==> src/hw/rtl/tdf_pkg.sv <==
// shared constants for the trial division factoriser
`default_nettype none
package tdf_pkg;
    localparam int unsigned MAX_RESULTS = 32;
    localparam int unsigned RUN_W = $clog2(MAX_RESULTS);
endpackage
`default_nettype wire

==> src/hw/rtl/tdf_front.sv <==
// input stage: flags values below two, holds number and flag in a two entry queue
`default_nettype none
module tdf_front #(
    parameter int unsigned WIDTH = 32
) (
    input  wire logic             aclk,
    input  wire logic             aresetn,
    input  wire logic             s_valid,
    output logic                  s_ready,
    input  wire logic [WIDTH-1:0] s_number,
    output logic                  q_valid,
    input  wire logic             q_ready,
    output logic [WIDTH-1:0]      q_number,
    output logic                  q_small
);
    logic [WIDTH:0] mem_reg [2];
    logic           wp_reg, rp_reg;
    logic [1:0]     cnt_reg;
    logic           push, pop;

    assign s_ready = (cnt_reg != 2'd2);
    assign q_valid = (cnt_reg != 2'd0);
    assign push = s_valid && s_ready;
    assign pop = q_valid && q_ready;
    assign q_number = mem_reg[rp_reg][WIDTH-1:0];
    assign q_small = mem_reg[rp_reg][WIDTH];

    always_ff @(posedge aclk) begin
        if (push) begin
            mem_reg[wp_reg] <= {(s_number < WIDTH'(2)), s_number};
        end
        if (!aresetn) begin
            wp_reg <= 1'b0;
            rp_reg <= 1'b0;
            cnt_reg <= 2'd0;
        end else begin
            if (push) wp_reg <= ~wp_reg;
            if (pop) rp_reg <= ~rp_reg;
            cnt_reg <= cnt_reg + {1'b0, push} - {1'b0, pop};
        end
    end
endmodule
`default_nettype wire

==> src/hw/rtl/tdf_divider.sv <==
// restoring divider, one quotient bit per cycle
`default_nettype none
module tdf_divider #(
    parameter int unsigned WIDTH = 32
) (
    input  wire logic             aclk,
    input  wire logic             aresetn,
    input  wire logic             start,
    input  wire logic [WIDTH-1:0] dividend,
    input  wire logic [WIDTH-1:0] divisor,
    output logic                  done,
    output logic [WIDTH-1:0]      quotient,
    output logic [WIDTH-1:0]      remainder
);
    localparam int unsigned CW = $clog2(WIDTH + 1);
    logic [WIDTH-1:0] q_reg, d_reg;
    logic [WIDTH:0]   r_reg;
    logic [CW-1:0]    cnt_reg;
    logic             busy_reg, done_reg;
    logic [WIDTH:0]   sh, diff;

    assign sh = {r_reg[WIDTH-1:0], q_reg[WIDTH-1]};
    assign diff = sh - {1'b0, d_reg};
    assign done = done_reg;
    assign quotient = q_reg;
    assign remainder = r_reg[WIDTH-1:0];

    always_ff @(posedge aclk) begin
        if (start) begin
            q_reg <= dividend;
            d_reg <= divisor;
            r_reg <= '0;
            cnt_reg <= CW'(WIDTH);
        end else if (busy_reg) begin
            cnt_reg <= cnt_reg - CW'(1);
            if (!diff[WIDTH]) begin
                r_reg <= diff;
                q_reg <= {q_reg[WIDTH-2:0], 1'b1};
            end else begin
                r_reg <= sh;
                q_reg <= {q_reg[WIDTH-2:0], 1'b0};
            end
        end
        if (!aresetn) begin
            busy_reg <= 1'b0;
            done_reg <= 1'b0;
        end else begin
            done_reg <= busy_reg && (cnt_reg == CW'(1));
            if (start) busy_reg <= 1'b1;
            else if (busy_reg && cnt_reg == CW'(1)) busy_reg <= 1'b0;
        end
    end
endmodule
`default_nettype wire

==> src/hw/rtl/tdf_back.sv <==
// factoring sequencer: trial divisions on the shared divider, result register
`default_nettype none
module tdf_back #(
    parameter int unsigned WIDTH = 32
) (
    input  wire logic             aclk,
    input  wire logic             aresetn,
    input  wire logic             q_valid,
    output logic                  q_ready,
    input  wire logic [WIDTH-1:0] q_number,
    input  wire logic             q_small,
    output logic                  m_valid,
    input  wire logic             m_ready,
    output logic [WIDTH-1:0]      m_prime_factor,
    output logic                  m_has_factor,
    output logic                  m_last
);
    import tdf_pkg::*;

    typedef enum logic [3:0] {
        S_IDLE  = 4'b0001,
        S_START = 4'b0010,
        S_WAIT  = 4'b0100,
        S_HOLD  = 4'b1000
    } state_t;

    state_t           state_reg;
    logic [WIDTH-1:0] rem_reg, d_reg;
    logic [RUN_W-1:0] k_reg;
    logic             ov_reg;
    logic [WIDTH-1:0] f_reg;
    logic             h_reg, l_reg;
    logic [WIDTH-1:0] pf_reg;
    logic             pl_reg;
    logic             dv_done;
    logic [WIDTH-1:0] quo, rmd;
    logic             out_free;

    tdf_divider #(.WIDTH(WIDTH)) u_div (
        .aclk(aclk), .aresetn(aresetn), .start(state_reg == S_START),
        .dividend(rem_reg), .divisor(d_reg), .done(dv_done),
        .quotient(quo), .remainder(rmd)
    );

    assign out_free = !ov_reg || m_ready;
    assign q_ready = (state_reg == S_IDLE) && out_free;
    assign m_valid = ov_reg;
    assign m_prime_factor = f_reg;
    assign m_has_factor = h_reg;
    assign m_last = l_reg;

    always_ff @(posedge aclk) begin
        if (!aresetn) begin
            state_reg <= S_IDLE;
            ov_reg <= 1'b0;
        end else begin
            if (ov_reg && m_ready) ov_reg <= 1'b0;
            unique case (state_reg)
                S_IDLE: begin
                    if (q_valid && out_free) begin
                        rem_reg <= q_number;
                        d_reg <= WIDTH'(2);
                        k_reg <= '0;
                        if (q_small) begin
                            ov_reg <= 1'b1;
                            f_reg <= '0;
                            h_reg <= 1'b0;
                            l_reg <= 1'b1;
                        end else begin
                            state_reg <= S_START;
                        end
                    end
                end
                S_START: state_reg <= S_WAIT;
                S_WAIT: begin
                    if (dv_done) begin
                        if (quo < d_reg) begin
                            pf_reg <= rem_reg;
                            pl_reg <= 1'b1;
                            state_reg <= S_HOLD;
                        end else if (rmd == '0) begin
                            if (k_reg == RUN_W'(MAX_RESULTS - 1)) begin
                                pf_reg <= rem_reg;
                                pl_reg <= 1'b1;
                                state_reg <= S_HOLD;
                            end else begin
                                pf_reg <= d_reg;
                                pl_reg <= 1'b0;
                                rem_reg <= quo;
                                k_reg <= k_reg + RUN_W'(1);
                                state_reg <= S_HOLD;
                            end
                        end else begin
                            d_reg <= d_reg + WIDTH'(1);
                            state_reg <= S_START;
                        end
                    end
                end
                S_HOLD: begin
                    if (out_free) begin
                        ov_reg <= 1'b1;
                        f_reg <= pf_reg;
                        l_reg <= pl_reg;
                        h_reg <= 1'b1;
                        state_reg <= pl_reg ? S_IDLE : S_START;
                    end
                end
                default: state_reg <= S_IDLE;
            endcase
        end
    end
endmodule
`default_nettype wire

==> src/hw/rtl/trial_division_factorization.sv <==
// top level of the trial division factoriser
// channel | dir | ports                                      | role
// s_      | in  | s_valid s_ready s_number                   | numbers to factor
// m_      | out | m_valid m_ready m_prime_factor m_has_factor m_last | factor beats
// each trial division runs on the one shared restoring divider
// a division that yields a factor passes through a hold state that loads the result register
// a number n is tried against divisors from two up to about sqrt(n), a prime is worst
// synchronous active low reset empties the input queue and the output register
// a stalled m_ready holds the sequencer at its next beat; two numbers can wait meanwhile
`default_nettype none
module trial_division_factorization #(
    parameter int unsigned WIDTH = 32
) (
    input  wire logic             aclk,
    input  wire logic             aresetn,
    input  wire logic             s_valid,
    output logic                  s_ready,
    input  wire logic [WIDTH-1:0] s_number,
    output logic                  m_valid,
    input  wire logic             m_ready,
    output logic [WIDTH-1:0]      m_prime_factor,
    output logic                  m_has_factor,
    output logic                  m_last
);
    logic             q_valid, q_ready, q_small;
    logic [WIDTH-1:0] q_number;

    tdf_front #(.WIDTH(WIDTH)) u_front (
        .aclk(aclk), .aresetn(aresetn), .s_valid(s_valid), .s_ready(s_ready),
        .s_number(s_number), .q_valid(q_valid), .q_ready(q_ready),
        .q_number(q_number), .q_small(q_small)
    );

    tdf_back #(.WIDTH(WIDTH)) u_back (
        .aclk(aclk), .aresetn(aresetn), .q_valid(q_valid), .q_ready(q_ready),
        .q_number(q_number), .q_small(q_small), .m_valid(m_valid),
        .m_ready(m_ready), .m_prime_factor(m_prime_factor),
        .m_has_factor(m_has_factor), .m_last(m_last)
    );
endmodule
`default_nettype wire

==> config.mk <==
export PLATFORM = sky130hd
export DESIGN_NAME = trial_division_factorization
export DESIGN_NICKNAME = d
export VERILOG_FILES = /design/src/hw/rtl/tdf_pkg.sv /design/src/hw/rtl/tdf_front.sv /design/src/hw/rtl/tdf_divider.sv /design/src/hw/rtl/tdf_back.sv /design/src/hw/rtl/trial_division_factorization.sv
export SDC_FILE = /design/constraint.sdc
export NUM_CORES = 1
export LEC_CHECK = 0
export BUFFER_PORTS_ARGS = -buffer_cell sky130_fd_sc_hd__buf_2
export CORE_AREA = 2 2 187 189
export CTS_BUF_LIST = sky130_fd_sc_hd__clkbuf_16
export DETAILED_ROUTE_END_ITERATION = 12
export DIE_AREA = 0 0 189 191
export GPL_TIMING_DRIVEN = 1
export PLACE_DENSITY = 0.76
export SYNTH_ARGS = -nofsm -noshare
export SYNTH_HDL_FRONTEND = slang
export SYNTH_SLANG_ARGS = --single-unit
==> constraint.sdc <==
create_clock -name aclk -period 4.7 [get_ports aclk]
set_input_delay 0.235 -clock aclk [delete_from_list [all_inputs] [get_ports aclk]]
set_output_delay 0.235 -clock aclk [all_outputs]
set_load 0.02 [all_outputs]
==> out/summary.txt <==
synth warn: 0
Mean Syn Cell Area: 11.46 µm²
Cell Chain, Critical Path: inv_1, ha_1, fa_1, and2b_4, o2111ai_2, a32oi_2, a211oi_2, nor3_1, or4_1, o211a_1, buf_12, mux2i_1, a211oi_1
total power: 10140 µW
Mapped Nets: 1436
CP Max Fanout: 30
P_sw: 3490 µW
#FFs+latches synth: 316
Int Power: 6645 µW
Async S/R FF share, synth: 0%
setup violators final: 0
Final nets: 1547
Port Buffers: 71
Crit path max-delay family: compound AO/OA/AOI/OAI gates
WL/cell: 16.77 µm
WP data arrival: 4300 ps
Gate power share: 34.2%
Post-DP Area: 16150 µm²
TritonCTS buffer count: 31
clock buffer depth: 3
clock network power share: 23.2%
Max-cap violations: 0
crit path capture type: flip-flop
first-pass GRT wire length: 51800 µm
Seq/Total Area, Yosys: 59.03%
postcts setup bufs: 0
Cells after Synth: 1329
CTS Sinks: 316
largest net degree at the start of global routing: 78
EDFF count, synth: 266
row cnt: 68
synth unique cells: 60
vias per std cell: 5.321
Flop pwr share: 42.6%
area of the core: 34120 µm²
Req. time, crit path: 5100 ps
Clock Latency Late Sink: 560 ps
Top FF cell, synth: edfxtp_1
Initial Util: 44.63%
Post-DP HPWL: 21760 µm
Residual DRC: 0
Finished Core Util: 51.16%
Worst-path clk slew: 60 ps
htree depth: 1
crit path launch type: flip-flop
Period minus WS final: 3904 ps
Worst Tran Pin Value: 1011 ps
final wirelength: 32170 µm
RSZ-0062 raised after global routing: no
I/O pin count: 72
Inserted Diodes: 0
post-route ant nets: 0
fmax: 256.2 MHz
Post-Place Worst Slack: 837.3 ps
Slew Limit Fails: 0
DIE AREA: 36100 µm²
drt pass-1 iters: 5
CTS tree: built
vias in the first global route: 10020
Placer Congestion: 0.8935
Setup Crit Path Kind: reg2reg
vias post-DR: 10210
FILL cells: 2833
max reg flops: 66
Synth Cell Area: 15230 µm²
peak supply drop: 0.0003472 V
Sw Ratio: 34.44%
remaining global-route overflow: 0
DRT iter0 DRCs: 716
Buf/Inv on CP: 2
worst rel slew slack: 32.46%
setup tns final: 0 ps
pwr/cell area: 580.7 nW/µm²
final hold viol count: 0
LEAKAGE: 0.006644 µW
clock root cell: clkbuf_16
Worst path max stage delay: 510 ps
HP Class: in2reg
post-route cell area: 17460 µm²
area grow syn2layout: 14.62%
status: finished clean
clk_skew: 18.93 ps
Tcrit/Tclk final: 83.06%
CP max stage cell: o211a_1
total track usage: 17.85%
die span in y: 191 µm
Setup WS post-layout: 796.4 ps
Die W: 189 µm
ratio of cells with drive above 1 in the final layout: 12.30%
initial antenna violation count: 0
-- worst paths after layout --
| path | start | end | slack (ps) | cells after the start |
|---|---|---|---|---|
| worst max-delay path | u_back.u_div.quotient[31] | u_back.u_div.r_reg[19] | 800 | 13 |
| worst max register to register | u_back.u_div.quotient[31] | u_back.u_div.r_reg[19] | 800 | 13 |
| worst min-delay path | s_valid | u_front.wp_reg | 170 | 4 |
| worst min register to register | u_back.u_div.cnt_reg[0] | u_back.u_div.cnt_reg[0] | 500 | 2 |
-- Yosys cell counts (all sizes together) (35+ instances only) --
cell	n	area share, %
edfxtp	266	52
nand2	197	4.9
nor2	91	2.2
inv	80	2.0
o21ai	80	2.6
ha	70	5.8
a21oi	68	2.3
mux2i	56	3.7
dfxtp	50	6.6
xnor2	47	2.7
clkbuf	36	0.89
and2	35	1.4
-- area by class of cell --
cell class                      count  area (µm²)  share of cell area [%]
Inverter                           80       300.3                   1.720
Timing Repair Buffer              121       840.8                   4.817
Clock buffer                       31       775.7                   4.444
Sequential cell                   316        8990                   51.50
Tap cell                          455       569.3                   3.261
Clock inverter                     25       187.7                   1.075
Multi-Input combinational cell    890        5792                   33.18
-- power groups by stage --
stage / clock, µW / sequential [µW] / combinational (µW)
after floorplan: 0 / 4240 / 2600
after global placement: 0 / 4330 / 3290
after detailed placement: 0 / 4350 / 3400
after CTS: 2400 / 4300 / 3450
after global routing: 2500 / 4380 / 3860
final: 2350 / 4320 / 3460
-- per-stage QoR --
step	instances	hold WS, ps
after floorplan	1329	296.9
after global placement	1828	424.9
after detailed placement	1828	428.2
after CTS	1918	78.04
after global routing	1918	205.6
final	1918	167.0
-- per-layer routing --
layer / track usage, % / vias to the layer above / part of all wire, %
met2: 30.30 / 298 / 48
met1: 23.78 / 4844 / 44
met4: 5.919 / 0 / 2.8
li1: - / 5003 / -
met3: 2.240 / 61 / 5.3
met5: 0 / - / 0
-- kinds of logic (layout without fill, tap and decap cells) --
group / Yosys count / in the layout / share of synthesized area, %
adder cells (fa/ha/maj): 71 / 71 / 5.883
AO/OA/AOI/OAI: 221 / 221 / 8.791
XOR/XNOR: 62 / 62 / 3.566
buffers and inverters: 123 / 257 / 3.237
multiplexers: 89 / 89 / 6.121
flip-flops: 316 / 316 / 59.03
AND/OR/NAND/NOR: 447 / 447 / 13.38
-- worst reg2reg max path, cell delays in order, from the launching register on --
cell,delay (ps)
edfxtp_1,430
inv_1,70
ha_1,210
fa_1,410
and2b_4,280
o2111ai_2,140
a32oi_2,350
a211oi_2,170
nor3_1,380
or4_1,170
o211a_1,510
buf_12,290
mux2i_1,240
a211oi_1,90
-- cells in the final DEF, fill, tap and decap left out, drive strengths merged, types with 3 or more instances in the layout --
cell / netlist / routed
a211o: 4 / 4
a21o: 20 / 20
xor2: 15 / 15
and3: 6 / 6
nor2: 91 / 91
a31oi: 4 / 4
buf: 7 / 87
clkbuf: 36 / 31
nand3b: 4 / 4
or3: 9 / 9
edfxtp: 266 / 266
inv: 80 / 88
nor4: 22 / 22
nor3: 20 / 20
dfxtp: 50 / 50
clkinv: 0 / 13
a211oi: 9 / 9
bufinv: 0 / 3
and2: 35 / 35
o31ai: 3 / 3
a21oi: 68 / 68
o211ai: 4 / 4
nand4: 11 / 11
mux2: 33 / 33
ha: 70 / 70
mux2i: 56 / 56
dlygate4sd3: 0 / 34
o21ai: 80 / 80
nand2b: 9 / 9
nand2: 197 / 197
nor2b: 7 / 7
xnor2: 47 / 47
nand3: 28 / 28
o21a: 9 / 9
-- timing repair --
item,in CTS,in global routing
endpoints found under the setup margin,0,0
hold endpoints to repair,67,0
hold buffers,34,0
resized for setup,0,0
No activity file was read; power rests on OpenSTA's default activity.
